`src/rtl/core/qwsp_pkg.sv`:
```
`timescale 1ns / 1ps
// ----------------------------------------------------------------------------
// qwsp_pkg: shared types and constants of the wheel speed pid core
// Item and result payloads, configuration register map, controller commands.
// ----------------------------------------------------------------------------
package qwsp_pkg;

  // field widths
  localparam int CFG_INDEX_W = 3;
  localparam int CFG_DATA_W  = 24;
  localparam int GAIN_W      = 16;
  localparam int SPT_W       = 24;
  localparam int SPEED_W     = 16;
  localparam int DUTY_W      = 8;

  // internal datapath widths
  localparam int ERR_W       = 17;
  localparam int INTEG_W     = 40;
  localparam int INTEG_LO_W  = 20;
  localparam int DELTA_LO_W  = 18;
  localparam int MUL_W       = 25;
  localparam int DERIV_W     = 22;
  localparam int STEP_W      = 15;
  localparam int STEP_SHIFT  = 16;

  // item commands
  localparam logic [1:0] CMD_EDGE_A = 2'd0;
  localparam logic [1:0] CMD_EDGE_B = 2'd1;
  localparam logic [1:0] CMD_TICK   = 2'd2;

  // configuration register indexes
  localparam logic [CFG_INDEX_W-1:0] CFG_GAIN_P    = 3'd0;
  localparam logic [CFG_INDEX_W-1:0] CFG_GAIN_I    = 3'd1;
  localparam logic [CFG_INDEX_W-1:0] CFG_GAIN_D    = 3'd2;
  localparam logic [CFG_INDEX_W-1:0] CFG_DEADBAND  = 3'd3;
  localparam logic [CFG_INDEX_W-1:0] CFG_SPT       = 3'd4;
  localparam logic [CFG_INDEX_W-1:0] CFG_INVERT    = 3'd5;

  // configuration reset values
  localparam logic [GAIN_W-1:0] RST_GAIN_P   = 16'd90;
  localparam logic [GAIN_W-1:0] RST_GAIN_I   = 16'd307;
  localparam logic [GAIN_W-1:0] RST_GAIN_D   = 16'd0;
  localparam logic [GAIN_W-1:0] RST_DEADBAND = 16'd128;
  localparam logic [SPT_W-1:0]  RST_SPT      = 24'd4174;

  // error * 0.1 as error * 6554 / 2^16, rounded
  localparam logic [12:0] STEP_GAIN  = 13'd6554;
  localparam logic [16:0] STEP_ROUND = 17'd32768;

  localparam logic signed [SPEED_W-1:0] SPEED_MAX = {1'b0, {(SPEED_W-1){1'b1}}};
  localparam logic signed [SPEED_W-1:0] SPEED_MIN = {1'b1, {(SPEED_W-1){1'b0}}};
  localparam logic signed [INTEG_W-1:0] INTEG_MAX = {1'b0, {(INTEG_W-1){1'b1}}};
  localparam logic signed [INTEG_W-1:0] INTEG_MIN = {1'b1, {(INTEG_W-1){1'b0}}};

  typedef struct packed {
    logic [1:0]                cmd;
    logic                      level_a;
    logic                      level_b;
    logic signed [SPEED_W-1:0] target_speed;
  } item_t;

  typedef struct packed {
    logic signed [SPEED_W-1:0] measured_speed;
    logic [DUTY_W-1:0]         duty;
    logic                      drive_forward;
  } result_t;

  typedef struct packed {
    logic [GAIN_W-1:0] gain_p;
    logic [GAIN_W-1:0] gain_i;
    logic [GAIN_W-1:0] gain_d;
    logic [GAIN_W-1:0] error_deadband;
    logic [SPT_W-1:0]  speed_per_tick;
    logic              invert_direction;
  } cfg_t;

  // multiply-accumulate operations of the shared multiplier
  typedef enum logic [2:0] {
    OP_HOLD   = 3'd0,
    OP_SPD_LO = 3'd1,
    OP_SPD_HI = 3'd2,
    OP_STEP   = 3'd3,
    OP_P      = 3'd4,
    OP_I_LO   = 3'd5,
    OP_I_HI   = 3'd6,
    OP_D      = 3'd7
  } mac_op_t;

  typedef struct packed {
    logic    pos_step;
    logic    tick_load;
    mac_op_t op;
    logic    speed_en;
    logic    err_en;
    logic    integ_en;
    logic    out_load;
  } ctl_t;

  typedef struct packed {
    logic out_free;
  } sts_t;

endpackage

```
`src/rtl/core/qwsp_ctrl.sv`:
```
`timescale 1ns / 1ps
// ----------------------------------------------------------------------------
// qwsp_ctrl: sequencer of the wheel speed pid core
// Takes items, steps the datapath through one control tick.
// ----------------------------------------------------------------------------
module qwsp_ctrl import qwsp_pkg::*; (
  input  logic       clk,
  input  logic       rst,
  input  logic       item_valid,
  output logic       item_ready,
  input  logic [1:0] item_cmd,
  input  sts_t       sts,
  output ctl_t       ctl
);

  typedef enum logic [11:0] {
    S_IDLE   = 12'b0000_0000_0001,
    S_SPD_LO = 12'b0000_0000_0010,
    S_SPD_HI = 12'b0000_0000_0100,
    S_SPEED  = 12'b0000_0000_1000,
    S_ERR    = 12'b0000_0001_0000,
    S_STEP   = 12'b0000_0010_0000,
    S_INTEG  = 12'b0000_0100_0000,
    S_P      = 12'b0000_1000_0000,
    S_I_LO   = 12'b0001_0000_0000,
    S_I_HI   = 12'b0010_0000_0000,
    S_D      = 12'b0100_0000_0000,
    S_OUT    = 12'b1000_0000_0000
  } state_t;

  state_t state, state_next;

  assign item_ready = (state == S_IDLE);

  always_comb begin
    state_next = state;
    ctl        = '0;
    unique case (state)
      S_IDLE: begin
        if (item_valid) begin
          priority if (item_cmd == CMD_EDGE_A || item_cmd == CMD_EDGE_B) begin
            ctl.pos_step = 1'b1;
          end else if (item_cmd == CMD_TICK) begin
            ctl.tick_load = 1'b1;
            state_next    = S_SPD_LO;
          end else begin
            // unused command: taken and dropped
          end
        end
      end
      S_SPD_LO: begin
        ctl.op     = OP_SPD_LO;
        state_next = S_SPD_HI;
      end
      S_SPD_HI: begin
        ctl.op     = OP_SPD_HI;
        state_next = S_SPEED;
      end
      S_SPEED: begin
        ctl.speed_en = 1'b1;
        state_next   = S_ERR;
      end
      S_ERR: begin
        ctl.err_en = 1'b1;
        state_next = S_STEP;
      end
      S_STEP: begin
        ctl.op     = OP_STEP;
        state_next = S_INTEG;
      end
      S_INTEG: begin
        ctl.integ_en = 1'b1;
        state_next   = S_P;
      end
      S_P: begin
        ctl.op     = OP_P;
        state_next = S_I_LO;
      end
      S_I_LO: begin
        ctl.op     = OP_I_LO;
        state_next = S_I_HI;
      end
      S_I_HI: begin
        ctl.op     = OP_I_HI;
        state_next = S_D;
      end
      S_D: begin
        ctl.op     = OP_D;
        state_next = S_OUT;
      end
      S_OUT: begin
        if (sts.out_free) begin
          ctl.out_load = 1'b1;
          state_next   = S_IDLE;
        end
      end
      default: state_next = S_IDLE;
    endcase
  end

  always_ff @(posedge clk) begin
    if (rst) begin
      state <= S_IDLE;
    end else begin
      state <= state_next;
    end
  end

  // a tick holds off further items while it is worked on
  a_tick_blocks: assert property (@(posedge clk) disable iff (rst)
    (item_valid && item_ready && item_cmd == CMD_TICK) |=> !item_ready)
    else $error("item taken right after a tick");

endmodule

```
`config.mk`:
```
export PLATFORM = sky130hd
export DESIGN_NAME = qwsp_ctrl
export DESIGN_NICKNAME = d
export VERILOG_FILES = /design/src/rtl/core/qwsp_pkg.sv /design/src/rtl/core/qwsp_ctrl.sv
export SDC_FILE = /design/constraint.sdc
export NUM_CORES = 1
export LEC_CHECK = 0
export BUFFER_PORTS_ARGS = -buffer_cell sky130_fd_sc_hd__clkbuf_2
export CAP_MARGIN = 20
export CORE_AREA = 2 2 54 56
export DETAILED_ROUTE_END_ITERATION = 7
export DIE_AREA = 0 0 56 58
export GPL_TIMING_DRIVEN = 0
export HOLD_SLACK_MARGIN = 0.02
export PLACE_DENSITY = 0.54
export SETUP_SLACK_MARGIN = 0.2
export SYNTH_ARGS = -nofsm -noshare
export SYNTH_HDL_FRONTEND = slang
export SYNTH_SLANG_ARGS = --single-unit
```
`constraint.sdc`:
```
create_clock -name clk -period 1.46 [get_ports clk]
set_clock_uncertainty 0.2 [all_clocks]
set_input_delay 0.073 -clock clk [delete_from_list [all_inputs] [get_ports clk]]
set_output_delay 0.073 -clock clk [all_outputs]
set_load 0.005 [all_outputs]
```
==> flow_summary.yaml <==
die:
  core_area_um2: 2660
  pin_count: 16
  die-width_um: 56
  die_h_um: 58
  initial_core_util_pct: 28.9
  rows: 19
  die_area_um2: 3250
clock_tree:
  cts_root_buf: "clkbuf_4"
  cts_max_path_buffers: 2
  cts.clk_slew.worst_paths_ps: 80
  cts_tree: "yes"
  cts_max_level: 1
  clk_latency_ps: 280
  clock-sinks: 12
  cts_buffers: 3
global_route:
  grtUsageTotal_pct: 13.4
  grt_max_degree: 11
  grt_pass1_wl_um: 3410
  grt_pass1_vias: 747
  overflow: 0
  met1_usage_pct: 16.4
  met3_usage_pct: 3.13
  antenna_found_initial: 0
  top_usage_layer: "met2"
  grtUsageMet2_pct: 22.9
yosys:
  synth_top_area_share_pct: 31.2
  yosys_warnings: 0
  yosys-top-cells-area: "dfxtp_1 31%, nor4_4 5.5%, nor4_1 4.9%"
  synth_top_area_cell: "dfxtp_1"
  synth_area_per_cell_um2: 9.27
  synth_seq_cells: 12
  yosys.cell_types.count: 31
  ys_seq_area_share_pct: 31.2
  synthesis.area_um2: 769
  syn_nets: 89
  synthCells: 83
critical_path:
  cp-start-kind: "register"
  critPathLaunch: "state[1]$_SDFFE_PP0P_"
  arrival_ps: 1720
  cp_max_fo: 4
  ff2ff_setup_slack_ps: -300
  cp-end-kind: "primary output"
  crit_required_ps: 1190
  criticalPathCategory: "reg -> out"
  crit-reg2reg-launch: "state[10]$_SDFFE_PP0P_"
power_and_ir_drop:
  finalPower_mw: 0.737
  p_per_area_nw_per_um2: 603
  ir_drop_v: 0.000432
  p_leak_nw: 0.499
timing:
  worst_slack_ps: -536
  tns_ps: -7740
  setup_viol: 22
  fin_crit_sh_pct: 137
  rsz0062_at_grt: "yes"
  period_needed_ps: 2000
  worstMarginPinSlew_ps: 372
  fmax_mhz: 501
  max_slew_margin_pct: 74.9
  slew_violations: 0
  finalHoldViolations: 0
hold_path:
  hold_path_class: "in -> reg"
  hp-start: "sts"
finish:
  drive_gt1_share_pct: 58.7
  syn2layout_area_growth_pct: 58.9
  largest_register_ffs: 12
  reg.largest.list: "state (12)"
  nNetsFinal: 128
  antenna_cells: 0
  fillers: 274
  largest_register: "state"
drt:
  drc: 0
  avgRoutedWirePerCell_um: 14.3
  avgViaCountPerCell: 5.22
  vias: 793
  drt_iter0_markers: 27
  routed_wl_um: 2170
  dr.pass1.iters: 4
  ant_nets: 0
run_status:
  status: "finished with violations"
  violations: "setup timing"
job:
  cap_viol_max_count: 0
placement:
  globalplace.congestion: 0.698
  io_buffer_count: 15
  place_hpwl_um: 1370
[layout by cell type (no fill, tap or decap), drive strengths merged]
master / n
a211oi: 2
a21oi: 1
a41oi: 1
and2: 3
and3: 2
and4: 1
and4b: 2
buf: 27
clkbuf: 15
dfxtp: 12
dlygate4sd3: 1
inv: 3
nand2: 6
nand2b: 2
nand3b: 1
nand4b: 4
nor2: 8
nor3: 1
nor3b: 2
nor4: 8
nor4b: 6
o2111ai: 1
o21ai: 3
o311ai: 2
o31a: 1
o31ai: 1
xnor2: 3
xor2: 2
[routing by layer]
metal  vias up  wire length (µm)
met4         0                30
met2        17              1100
met1       378               936
met5         -                 0
li1        394                 -
met3         4                96
[what timing repair did]
action / in CTS / in global routing
setup endpoints to repair: 22 / 22
setup buffers: 9 / 9
hold endpoints to repair: 12 / 0
pin swaps: 10 / 7
gates resized for setup: 13 / 19
hold buffers: 1 / 0
[power by group]
group | leakage, nW | internal (mW) | switching, mW
Sequential | 0.0992 | 0.331 | 0.00504
Combinational | 0.379 | 0.0665 | 0.0658
Clock | 0.0210 | 0.152 | 0.118
[cells by family (layout without fill, tap and decap cells)]
kind of cell              Yosys count  count (layout)  synth area share (%)
and+or+nand+nor                    46              46                  43.4
AOI/OAI and AO/OA                  12              12                  12.2
DFF                                12              12                  31.2
buffers and inverters               8              46                  7.48
xor gates and xnor gates            5               5                  5.69
[synthesized netlist by cell type, drive strengths merged]
master,instances
a211oi,2
a21oi,1
a41oi,1
and2,3
and3,2
and4,1
and4b,2
buf,5
dfxtp,12
inv,3
nand2,6
nand2b,2
nand3b,1
nand4b,4
nor2,8
nor3,1
nor3b,2
nor4,8
nor4b,6
o2111ai,1
o21ai,3
o311ai,2
o31a,1
o31ai,1
xnor2,3
xor2,2
[critical path, cell delays in order, from the launching register on]
cell	delay, ps
dfxtp_4	370
nor4_4	350
buf_4	210
nand2_4	50
nor4_4	300
buf_2	160
[worst paths after layout]
path,to,cells past startpoint
worst max-delay path,ctl[6],5
worst min-delay path,state[1]$_SDFFE_PP0P_,4
worst max register to register,state[7]$_SDFFE_PP0P_,7
worst min register to register,state[10]$_SDFFE_PP0P_,2
[per-stage QoR]
step	util, %	hold slack [ps]	worst slack (ps)	std cells	area, µm²
2_1_floorplan	-	-61.7	-93.0	83	805
3_3_place_gp	34.5	68.7	-361	129	918
3_5_place_dp	34.5	76.5	-389	129	918
4_1_cts	40.8	39.4	-522	143	1090
5_1_grt	45.9	88.1	-616	152	1220
6_report	45.9	50.4	-536	152	1220
[area by class of cell]
cell class | instances | area, µm² | area share, %
Timing Repair Buffer | 34 | 224 | 18.3
Sequential cell | 12 | 251 | 20.6
Buffer | 5 | 50.0 | 4.09
Clock buffer | 4 | 36.3 | 2.97
Inverter | 3 | 11.3 | 0.921
Tap cell | 31 | 38.8 | 3.17
Multi-Input combinational cell | 63 | 611 | 49.9
Note: power is estimated with default switching activity, not from simulation.
