[config.mk]
export PLATFORM = sky130hd
export DESIGN_NAME = qwsp_regs
export DESIGN_NICKNAME = d
export VERILOG_FILES = /design/src/rtl/core/qwsp_pkg.sv /design/src/rtl/core/qwsp_regs.sv
export SDC_FILE = /design/constraint.sdc
export NUM_CORES = 1
export LEC_CHECK = 0
export ABC_AREA = 1
export ABC_CLOCK_PERIOD_IN_PS = 800
export BUFFER_PORTS_ARGS = -buffer_cell sky130_fd_sc_hd__clkbuf_2
export CAP_MARGIN = 20
export CORE_MARGIN = 4
export CORE_UTILIZATION = 47
export CTS_BUF_LIST = sky130_fd_sc_hd__clkbuf_4
export DETAILED_ROUTE_END_ITERATION = 8
export PLACE_DENSITY = 0.84
export SLEW_MARGIN = 20
export SYNTH_ARGS = -nofsm -noshare
export SYNTH_HDL_FRONTEND = slang
export SYNTH_SLANG_ARGS = --single-unit
[constraint.sdc]
create_clock -name clk -period 0.8 [get_ports clk]
set_input_delay 0.04 -clock clk [delete_from_list [all_inputs] [get_ports clk]]
set_output_delay 0.04 -clock clk [all_outputs]
set_load 0.005 [all_outputs]
[src/rtl/core/qwsp_pkg.sv]
`timescale 1ns / 1ps
// ----------------------------------------------------------------------------
// qwsp_pkg: shared types and constants of the wheel speed pid core
// Item and result payloads, configuration register map, controller commands.
// ----------------------------------------------------------------------------
package qwsp_pkg;

  // field widths
  localparam int CFG_INDEX_W = 3;
  localparam int CFG_DATA_W  = 24;
  localparam int GAIN_W      = 16;
  localparam int SPT_W       = 24;
  localparam int SPEED_W     = 16;
  localparam int DUTY_W      = 8;

  // internal datapath widths
  localparam int ERR_W       = 17;
  localparam int INTEG_W     = 40;
  localparam int INTEG_LO_W  = 20;
  localparam int DELTA_LO_W  = 18;
  localparam int MUL_W       = 25;
  localparam int DERIV_W     = 22;
  localparam int STEP_W      = 15;
  localparam int STEP_SHIFT  = 16;

  // item commands
  localparam logic [1:0] CMD_EDGE_A = 2'd0;
  localparam logic [1:0] CMD_EDGE_B = 2'd1;
  localparam logic [1:0] CMD_TICK   = 2'd2;

  // configuration register indexes
  localparam logic [CFG_INDEX_W-1:0] CFG_GAIN_P    = 3'd0;
  localparam logic [CFG_INDEX_W-1:0] CFG_GAIN_I    = 3'd1;
  localparam logic [CFG_INDEX_W-1:0] CFG_GAIN_D    = 3'd2;
  localparam logic [CFG_INDEX_W-1:0] CFG_DEADBAND  = 3'd3;
  localparam logic [CFG_INDEX_W-1:0] CFG_SPT       = 3'd4;
  localparam logic [CFG_INDEX_W-1:0] CFG_INVERT    = 3'd5;

  // configuration reset values
  localparam logic [GAIN_W-1:0] RST_GAIN_P   = 16'd90;
  localparam logic [GAIN_W-1:0] RST_GAIN_I   = 16'd307;
  localparam logic [GAIN_W-1:0] RST_GAIN_D   = 16'd0;
  localparam logic [GAIN_W-1:0] RST_DEADBAND = 16'd128;
  localparam logic [SPT_W-1:0]  RST_SPT      = 24'd4174;

  // error * 0.1 as error * 6554 / 2^16, rounded
  localparam logic [12:0] STEP_GAIN  = 13'd6554;
  localparam logic [16:0] STEP_ROUND = 17'd32768;

  localparam logic signed [SPEED_W-1:0] SPEED_MAX = {1'b0, {(SPEED_W-1){1'b1}}};
  localparam logic signed [SPEED_W-1:0] SPEED_MIN = {1'b1, {(SPEED_W-1){1'b0}}};
  localparam logic signed [INTEG_W-1:0] INTEG_MAX = {1'b0, {(INTEG_W-1){1'b1}}};
  localparam logic signed [INTEG_W-1:0] INTEG_MIN = {1'b1, {(INTEG_W-1){1'b0}}};

  typedef struct packed {
    logic [1:0]                cmd;
    logic                      level_a;
    logic                      level_b;
    logic signed [SPEED_W-1:0] target_speed;
  } item_t;

  typedef struct packed {
    logic signed [SPEED_W-1:0] measured_speed;
    logic [DUTY_W-1:0]         duty;
    logic                      drive_forward;
  } result_t;

  typedef struct packed {
    logic [GAIN_W-1:0] gain_p;
    logic [GAIN_W-1:0] gain_i;
    logic [GAIN_W-1:0] gain_d;
    logic [GAIN_W-1:0] error_deadband;
    logic [SPT_W-1:0]  speed_per_tick;
    logic              invert_direction;
  } cfg_t;

  // multiply-accumulate operations of the shared multiplier
  typedef enum logic [2:0] {
    OP_HOLD   = 3'd0,
    OP_SPD_LO = 3'd1,
    OP_SPD_HI = 3'd2,
    OP_STEP   = 3'd3,
    OP_P      = 3'd4,
    OP_I_LO   = 3'd5,
    OP_I_HI   = 3'd6,
    OP_D      = 3'd7
  } mac_op_t;

  typedef struct packed {
    logic    pos_step;
    logic    tick_load;
    mac_op_t op;
    logic    speed_en;
    logic    err_en;
    logic    integ_en;
    logic    out_load;
  } ctl_t;

  typedef struct packed {
    logic out_free;
  } sts_t;

endpackage

[src/rtl/core/qwsp_regs.sv]
`timescale 1ns / 1ps
// ----------------------------------------------------------------------------
// qwsp_regs: configuration register file
// Gains, deadband, speed scale and direction invert, written by index.
// ----------------------------------------------------------------------------
module qwsp_regs import qwsp_pkg::*; (
  input  logic                   clk,
  input  logic                   rst,
  input  logic                   cfg_valid,
  output logic                   cfg_ready,
  input  logic [CFG_INDEX_W-1:0] cfg_index,
  input  logic [CFG_DATA_W-1:0]  cfg_data,
  output cfg_t                   cfg
);

  assign cfg_ready = 1'b1;

  always_ff @(posedge clk) begin
    if (rst) begin
      cfg.gain_p           <= RST_GAIN_P;
      cfg.gain_i           <= RST_GAIN_I;
      cfg.gain_d           <= RST_GAIN_D;
      cfg.error_deadband   <= RST_DEADBAND;
      cfg.speed_per_tick   <= RST_SPT;
      cfg.invert_direction <= 1'b0;
    end else if (cfg_valid && cfg_ready) begin
      unique case (cfg_index)
        CFG_GAIN_P:   cfg.gain_p           <= cfg_data[GAIN_W-1:0];
        CFG_GAIN_I:   cfg.gain_i           <= cfg_data[GAIN_W-1:0];
        CFG_GAIN_D:   cfg.gain_d           <= cfg_data[GAIN_W-1:0];
        CFG_DEADBAND: cfg.error_deadband   <= cfg_data[GAIN_W-1:0];
        CFG_SPT:      cfg.speed_per_tick   <= cfg_data[SPT_W-1:0];
        CFG_INVERT:   cfg.invert_direction <= cfg_data[0];
        default: ;
      endcase
    end
  end

endmodule

==> results of run 1 <==
==> repair_timing <==
| item | CTS | global route |
|---|---|---|
| cloned | 0 | 0 |
| hold buffers | 18 | 0 |
| endpoints found under the setup margin | 89 | 102 |
| setup buffers | 3 | 1 |
| gates resized for setup | 89 | 60 |
| endpoints found under the hold margin | 23 | 0 |
==> power breakdown <==
part	internal [mW]	leakage [nW]	switching, mW
registers	4.62	0.752	0.101
logic	0.566	1.56	0.694
clock network	0.924	0.0745	1.47
==> layout by cell type (no fill, tap or decap), drive strengths merged <==
cell type    count
nor2           156
nand2          112
clkbuf          95
dfxtp           89
nand3           81
buf             55
inv             23
dlygate4sd3     18
nand3b           8
clkinv           6
o21ai            1
a21oi            1
conb             1
bufinv           1
==> kinds of logic (layout without fill, tap and decap cells) <==
logic type / Yosys count / after routing
simple gates: 357 / 357
flops: 89 / 89
buf+inv: 53 / 198
compound gates: 2 / 2
other cells: 1 / 1
==> routing by layer <==
metal  part of all wire, %  track usage, %  wire length, µm  up-vias
met5                     0               0                0        -
met4                   3.9            12.9              436        0
met3                   8.8            4.70              994       46
met2                    49            39.3             5530      214
met1                    38            30.2             4330     1735
li1                      -               -                -     1842
==> layout make-up <==
cell class | count | area share (%)
multi-input cells | 360 | 30.8
clock buffers | 9 | 1.35
repair buffers | 159 | 24.6
inverters | 23 | 1.73
well taps | 99 | 2.48
clock inverters | 7 | 1.23
flip-flops and latches | 89 | 37.8
==> worst max-delay path by stage <==
stage	start	to	slack [ns]	cells after the start
floorplan	rst	cfg[13]	0.002	4
global placement	cfg_index[2]	cfg[82]	-0.19	6
detailed placement	cfg_index[2]	cfg[68]	-0.24	6
CTS	cfg[80]	cfg[80]	-0.15	1
global route	cfg[39]	cfg[39]	-0.18	1
finish	cfg[21]	cfg[21]	-0.16	1
==> cells in the mapped netlist, drive strengths merged <==
library cell and n:
nor2 156, nand2 112, dfxtp 89, nand3 81
buf 29, inv 23, nand3b 8, a21oi 1
clkbuf 1, conb 1, o21ai 1
==> reports/results.tsv, run 1 <==
metric	value	unit
final core occ	68.6	%
largest net degree at the start of global routing	48	
Mapped Area	3550	µm²
outcome	complete, but fails checks	
syn avg cell area	7.07	µm²
ranking of synthesized cells by area	dfxtp_1 (50%), nor2_1 (16%), nand2_1 (12%)	
worst hold path depth	5	
crit path max-delay cell type	dfxtp_2	
# diodes	0	
via count	3837	
largest family of logic cells by synthesized area	simple AND/OR/NAND/NOR gates	
area share of and/or/nand/nor cells after synthesis	42.8	%
FF-to-FF End	cfg[8]	
DP Area	4350	µm²
worst path arrival time	0.92	ns
peak supply drop	0.804	mV
Hold Path Origin	rst	
XOR/XNOR Fraction of Synth Area	0	%
Worst-Skew Late Latency	0.42	ns
Largest Register	cfg	
DR WL/cell	15.1	µm
Port Buffer Count	118	
DR pass1 iterations	6	
R2R Path Start	cfg[8]	
Compound-Gate Fraction of Synth Area	0.282	%
worst-path cell chain	buf_6	
Remaining DRCs	0	
die area	9000	µm²
fin crit share	119	%
total grt overflow	0	
setup ws final	-0.156	ns
pre-CTS setup slack	-0.241	ns
GRT Overall Usage	24.2	%
clock sink count	89	
Largest regs	cfg x89	
Yosys reg bits	89	
CTS buffer count	9	
CP delay by family, top	flip-flops	
H-tree levels	3	
total power	8.37	mW
HP Class	in2reg	
HPWL Detailed	7.23	mm
failing checks	negative setup slack	
register area	1890	µm²
fillers	585	
Clock Skew	0	ns
Die X	94.9	µm
DIE HEIGHT	94.9	µm
cells after synthesis	502	
CP Class	reg2out	
Setup violations, final	92	
non-filler cells, final	746	
IO Pins	120	
share of the synthesized area in the top cell type	50.2	%
Buf/Inv on CP	1	
Hold Path End	cfg[6]	
initial core utilization	48.6	%
Crit. End Element	primary output	
# rows	31	
LEAKAGE	2.39	nW
Critical Path Max Stage Delay	0.38	ns
synthesized net count	532	
sequential cell area fraction in the yosys report	50.2	%
DRT iter0 DRCs	385	
Synth Area in Adders	0	%
max FFs per register	89	
number of cells after detailed placement	708	
clock slew at reported path FFs	0.13	ns
antenna viol nets, final	0	
mux contribution to synthesized area	0	%
share of cells above drive strength 1	40.5	%
WP data required	0.76	ns
reg2reg path depth	3	
crit path max fanout	2	
RSZ-0062 raised after global routing	yes	
Startpoint Class	flop	
Detailed Route WL	11.3	mm
GPL Wtd Cong	0.905	
Bufs on Longest Clock Path	2	
Placeable Area	7290	µm²
setup_tns	-10.98	ns
Finished Cell Area	5000	µm²
Slew Viols, Final	0	
power density over the cells	1670	nW/µm²
antenna violations before repair	0	
max cap viols	0	
multi-input combinational cell area	1540	µm²
area delta synth->final	41.1	%
fmax	1050	MHz
post-synth top area cell	dfxtp_1	
post-layout minimum cycle time	0.956	ns
Cell variety after synth	17	
first-pass GRT wire length	16.8	mm
CTS tree	done	
R2R Setup Slk	0.08	ns
Ys Warns	0	
count of nets after finishing	672	
tightest hold margin	0.0626	ns
DR vias/cell	5.14	
vias in the first global route	3415	
clock root buffer	clkbuf_4	
final hold vios	0	
Note: power is estimated with default switching activity, not from simulation.
==> inputs of run 2 (changes only) <==
MAX_ROUTING_LAYER = met4   (was unset)
SKIP_LAST_GASP = 1   (was unset)
==> run 2 against run 1 <==
  * The run still ends with negative setup slack left
  * Final area is the same
  * Critical path type unchanged
  * Global-route usage is 0.63 points higher
  * Total power grew 0.22%
  * Via count is 0.18% higher
  * Core utilization unchanged
  * Critical endpoint unchanged
==> reports/results.tsv, run 2 (same netlist as run 1, synthesis figures left out) <==
metric	value	unit	change
outcome	complete, but fails checks		unchanged
failing checks	negative setup slack		unchanged
DR WL/cell	15.2	µm	was 15.1 µm
DRT iter0 DRCs	343		was 385
max FFs per register	89		unchanged
GPL Wtd Cong	0.921		was 0.905
HP Class	in2reg		unchanged
peak supply drop	0.806	mV	was 0.804 mV
Placeable Area	7290	µm²	unchanged
multi-input combinational cell area	1540	µm²	unchanged
Setup violations, final	93		was 92
Bufs on Longest Clock Path	2		unchanged
crit path max-delay cell type	dfxtp_2		unchanged
LEAKAGE	2.39	nW	unchanged
register area	1890	µm²	unchanged
vias in the first global route	3418		was 3415
die area	9000	µm²	unchanged
Clock Skew	0	ns	unchanged
count of nets after finishing	672		unchanged
initial core utilization	48.6	%	unchanged
Startpoint Class	flop		unchanged
Hold Path Origin	rst		unchanged
fillers	585		unchanged
tightest hold margin	0.0654	ns	was 0.0626 ns
HPWL Detailed	7.23	mm	unchanged
DIE HEIGHT	94.9	µm	unchanged
CP delay by family, top	flip-flops		unchanged
final core occ	68.6	%	unchanged
largest net degree at the start of global routing	48		unchanged
Largest regs	cfg x89		unchanged
# diodes	0		unchanged
setup ws final	-0.153	ns	was -0.156 ns
worst hold path depth	5		unchanged
most frequent cells in the layout	nor2_1 (147), nand2_1 (111), dfxtp_2 (89)		unchanged
GRT Overall Usage	24.8	%	was 24.2%
RSZ-0062 raised after global routing	yes		unchanged
setup_tns	-11.01	ns	was -10.98 ns
Buf/Inv on CP	1		unchanged
CP Depth	1		unchanged
Die X	94.9	µm	unchanged
antenna violations before repair	0		unchanged
CTS tree	done		unchanged
clock slew at reported path FFs	0.13	ns	about the same
Critical Path Source	cfg[21]		unchanged
area delta synth->final	41.1	%	unchanged
CP Class	reg2out		unchanged
DR pass1 iterations	6		unchanged
via count	3844		was 3837
Largest Register	cfg		unchanged
worst-path cell chain	buf_6		unchanged
WP data required	0.76	ns	about the same
fin crit share	119	%	about the same
first-pass GRT wire length	16.7	mm	was 16.8 mm
# rows	31		unchanged
Slew Viols, Final	0		unchanged
DR vias/cell	5.15		was 5.14
CTS buffer count	9		unchanged
antenna viol nets, final	0		unchanged
Crit. End Element	primary output		unchanged
clock root buffer	clkbuf_4		unchanged
Critical Path Max Stage Delay	0.38	ns	about the same
power density over the cells	1680	nW/µm²	was 1670 nW/µm²
max cap viols	0		unchanged
reg2reg path depth	3		unchanged
Detailed Route WL	11.4	mm	was 11.3 mm
final hold vios	0		unchanged
clock sink count	89		unchanged
H-tree levels	3		unchanged
Remaining DRCs	0		unchanged
Port Buffer Count	118		unchanged
total grt overflow	0		unchanged
commonest non-fill, non-tap cell in the layout	nor2_1		unchanged
fmax	1050	MHz	about the same
share of cells above drive strength 1	40.5	%	unchanged
Worst-Skew Late Latency	0.42	ns	about the same
R2R Path Start	cfg[8]		unchanged
crit path max fanout	2		unchanged
IO Pins	120		unchanged
post-layout minimum cycle time	0.953	ns	was 0.956 ns
worst path arrival time	0.91	ns	was 0.92 ns
==> run 2: cell counts in the layout (fill, tap and decap cells not counted) <==
Identical to the previous run, type by type.
==> run 2: power breakdown <==
group / internal [mW] / total, mW / switching [mW]
Clock: 0.924 / 2.41 / 1.48
Combinational: 0.566 / 1.26 / 0.698
Sequential: 4.62 / 4.72 / 0.101
Total: 6.11 / 8.39 / 2.28
==> run 2: path summary, 6_finish.rpt <==
path | slack, ns | endpoint
worst max-delay path | -0.15 | cfg[21]
worst min-delay path | 0.07 | cfg[6]
worst max register to register | 0.08 | cfg[8]
worst min register to register | 0.48 | cfg[3]
==> run 2: cell type report <==
cell class                      count  share of cell area (%)
Clock inverter                      7                    1.23
Multi-Input combinational cell    360                    30.8
Inverter                           23                    1.73
Timing Repair Buffer              159                    24.6
Sequential cell                    89                    37.8
Tap cell                           99                    2.48
Clock buffer                        9                    1.35
==> run 2: per-layer routing <==
metal / GRT usage, % / vias up / share of wire [%]
met1: 30.3 / 1759 / 39
met5: - / - / 0
met4: 13.0 / 0 / 3.7
met3: 3.90 / 41 / 8.5
met2: 39.5 / 201 / 49
li1: - / 1843 / -
==> run 2: through the flow <==
stage                     area (µm²)  worst slack (ns)  instances  total power [mW]
final                           5000            -0.153        746              8.39
after global routing            5000            -0.181        746              8.72
after CTS                       4800            -0.151        745              8.26
after detailed placement        4350            -0.241        708              5.85
after global placement          4350            -0.185        708              5.81
after floorplan                 3550           0.00228        502              5.35
==> run 2: repair_timing <==
action | 4_1_cts | 5_1_grt
gates resized for setup | 89 | 58
pin swaps | 0 | 0
setup buffers | 3 | 1
endpoints found under the setup margin | 89 | 102
hold buffers | 18 | 0
hold endpoints to repair | 23 | 0
==> inputs of run 3 (changes only) <==
RECOVER_POWER = 50   (was unset)
==> run 3 against run 2 <==
  * The run still ends with negative setup slack left
  * Maximum frequency hardly changed
  * Combinational power barely moved
  * Sequential share of layout area fell by 0.090 points
  * Hold slack worse by 0.0025 ns
  * Final area decreased by 0.23%
  * Worst setup slack got worse by 0.00079 ns
  * Clock skew unchanged
  * Count of clock-buffer cells in the layout unchanged
  * Die area stayed put
  * Total power decreased by 0.21%
  * Via count up 0.31%
==> reports/results.tsv, run 3 (same netlist as run 1, synthesis figures left out) <==
metric	value	unit	change
outcome	complete, but fails checks		unchanged
failing checks	negative setup slack		unchanged
antenna viol nets, final	0		unchanged
Comb pwr share	15.0	%	was 15.1%
worst-path cell chain	buf_6		unchanged
count of nets after finishing	672		unchanged
CP Class	reg2out		unchanged
worst hold path depth	5		unchanged
number of cells after detailed placement	708		unchanged
LEAKAGE	2.39	nW	about the same
H-tree levels	3		unchanged
Clk pwr share	28.6	%	was 28.7%
vias in the first global route	3418		unchanged
fmax	1050	MHz	about the same
post-layout minimum cycle time	0.954	ns	was 0.953 ns
tightest hold margin	0.0630	ns	was 0.0654 ns
largest net degree at the start of global routing	48		unchanged
Startpoint Class	flop		unchanged
Largest Register	cfg		unchanged
non-filler cells, final	746		unchanged
max cap viols	0		unchanged
crit path max fanout	2		unchanged
CTS buffer count	9		unchanged
final hold vios	0		unchanged
RSZ-0062 raised after global routing	yes		unchanged
CP Depth	1		unchanged
DR vias/cell	5.17		was 5.15
Critical Path Max Stage Delay	0.38	ns	about the same
Bufs on Longest Clock Path	2		unchanged
clock sink count	89		unchanged
Flop pwr share	56.3	%	was 56.2%
first-pass GRT wire length	16.7	mm	unchanged
Placeable Area	7290	µm²	unchanged
HPWL Detailed	7.23	mm	unchanged
CTS tree	done		unchanged
R2R Setup Slk	0.08	ns	about the same
max FFs per register	89		unchanged
CP delay by family, top	flip-flops		unchanged
IO Pins	120		unchanged
DR WL/cell	15.2	µm	about the same
Sw Ratio	27.1	%	was 27.2%
Int Pwr	6.10	mW	was 6.11 mW
crit path max-delay cell type	dfxtp_2		unchanged
WP data required	0.76	ns	about the same
power density over the cells	1680	nW/µm²	about the same
Remaining DRCs	0		unchanged
worst path arrival time	0.91	ns	about the same
Port Buffer Count	118		unchanged
most frequent cells in the layout	nor2_1 (147), nand2_1 (112), clkbuf_2 (86)		was nor2_1 (147), nand2_1 (111), dfxtp_2 (89)
GPL Wtd Cong	0.921		unchanged
# rows	31		unchanged
reg2reg path depth	3		unchanged
Clock Skew	0	ns	unchanged
net switching power	2.27	mW	was 2.28 mW
total grt overflow	0		unchanged
fillers	589		was 585
HP Class	in2reg		unchanged
area delta synth->final	40.7	%	was 41.1%
Die X	94.9	µm	unchanged
Slew Viols, Final	0		unchanged
commonest non-fill, non-tap cell in the layout	nor2_1		unchanged
initial core utilization	48.6	%	unchanged
Largest regs	cfg x89		unchanged
Crit. End Element	primary output		unchanged
Detailed Route WL	11.3	mm	was 11.4 mm
GRT Overall Usage	24.8	%	unchanged
setup ws final	-0.154	ns	was -0.153 ns
# diodes	0		unchanged
clock slew at reported path FFs	0.13	ns	about the same
Setup violations, final	94		was 93
DIE HEIGHT	94.9	µm	unchanged
share of cells above drive strength 1	39.3	%	was 40.5%
clock root buffer	clkbuf_4		unchanged
via count	3856		was 3844
final core occ	68.5	%	was 68.6%
DRT iter0 DRCs	344		was 343
fin crit share	119	%	about the same
die area	9000	µm²	unchanged
Worst-Skew Late Latency	0.43	ns	was 0.42 ns
peak supply drop	0.813	mV	was 0.806 mV
Buf/Inv on CP	1		unchanged
antenna violations before repair	0		unchanged
DR pass1 iterations	5		was 6
-- run 3: worst paths after layout --
| kind | startpoint | end |
|---|---|---|
| max | cfg[21] | cfg[21] |
| min | rst | cfg[6] |
| max reg2reg | cfg[8] | cfg[8] |
| min reg2reg | cfg[3] | cfg[3] |
-- run 3: per-layer routing --
| layer | GRT usage (%) | wire [µm] |
|---|---|---|
| met5 | - | 0 |
| met2 | 39.5 | 5520 |
| met4 | 13.0 | 448 |
| met3 | 3.90 | 999 |
| met1 | 30.3 | 4370 |
-- run 3: final cells by class --
cell class	count	area (µm²)	area share, %
Clock inverter	7	61.3	1.23
Tap cell	99	124	2.48
Inverter	23	86.3	1.73
Timing Repair Buffer	159	1230	24.7
Sequential cell	89	1880	37.7
Clock buffer	9	67.6	1.35
Multi-Input combinational cell	360	1540	30.8
-- run 3: repair_timing --
action,4_1_cts,5_1_grt
setup buffers,3,1
endpoints found under the setup margin,89,102
resized for setup,89,58
hold endpoints to repair,23,0
cloned,0,0
hold buffers,18,0
-- run 3: per-stage QoR --
stage	setup TNS (ns)	area (µm²)	setup WS (ns)	total power, mW
3_3_place_gp	-12.30	4350	-0.185	5.81
4_1_cts	-11.87	4800	-0.151	8.26
3_5_place_dp	-15.48	4350	-0.241	5.85
6_report	-11.17	4990	-0.154	8.37
2_1_floorplan	0	3550	0.00228	5.35
5_1_grt	-14.44	4990	-0.181	8.72
-- run 3: power by group through the flow --
| stage | logic, mW | registers (mW) | clock network [mW] |
|---|---|---|---|
| 6_report | 1.26 | 4.71 | 2.40 |
| 3_5_place_dp | 1.08 | 4.77 | 0 |
| 3_3_place_gp | 1.05 | 4.76 | 0 |
| 2_1_floorplan | 0.574 | 4.78 | 0 |
| 4_1_cts | 1.16 | 4.70 | 2.40 |
| 5_1_grt | 1.38 | 4.73 | 2.61 |
-- run 3: worst reg2reg max path, cell delays in order, from the launching register on --
cell	delay (ns)
dfxtp_2	0.34
buf_4	0.12
nor2_1	0.11
nor2_1	0.05
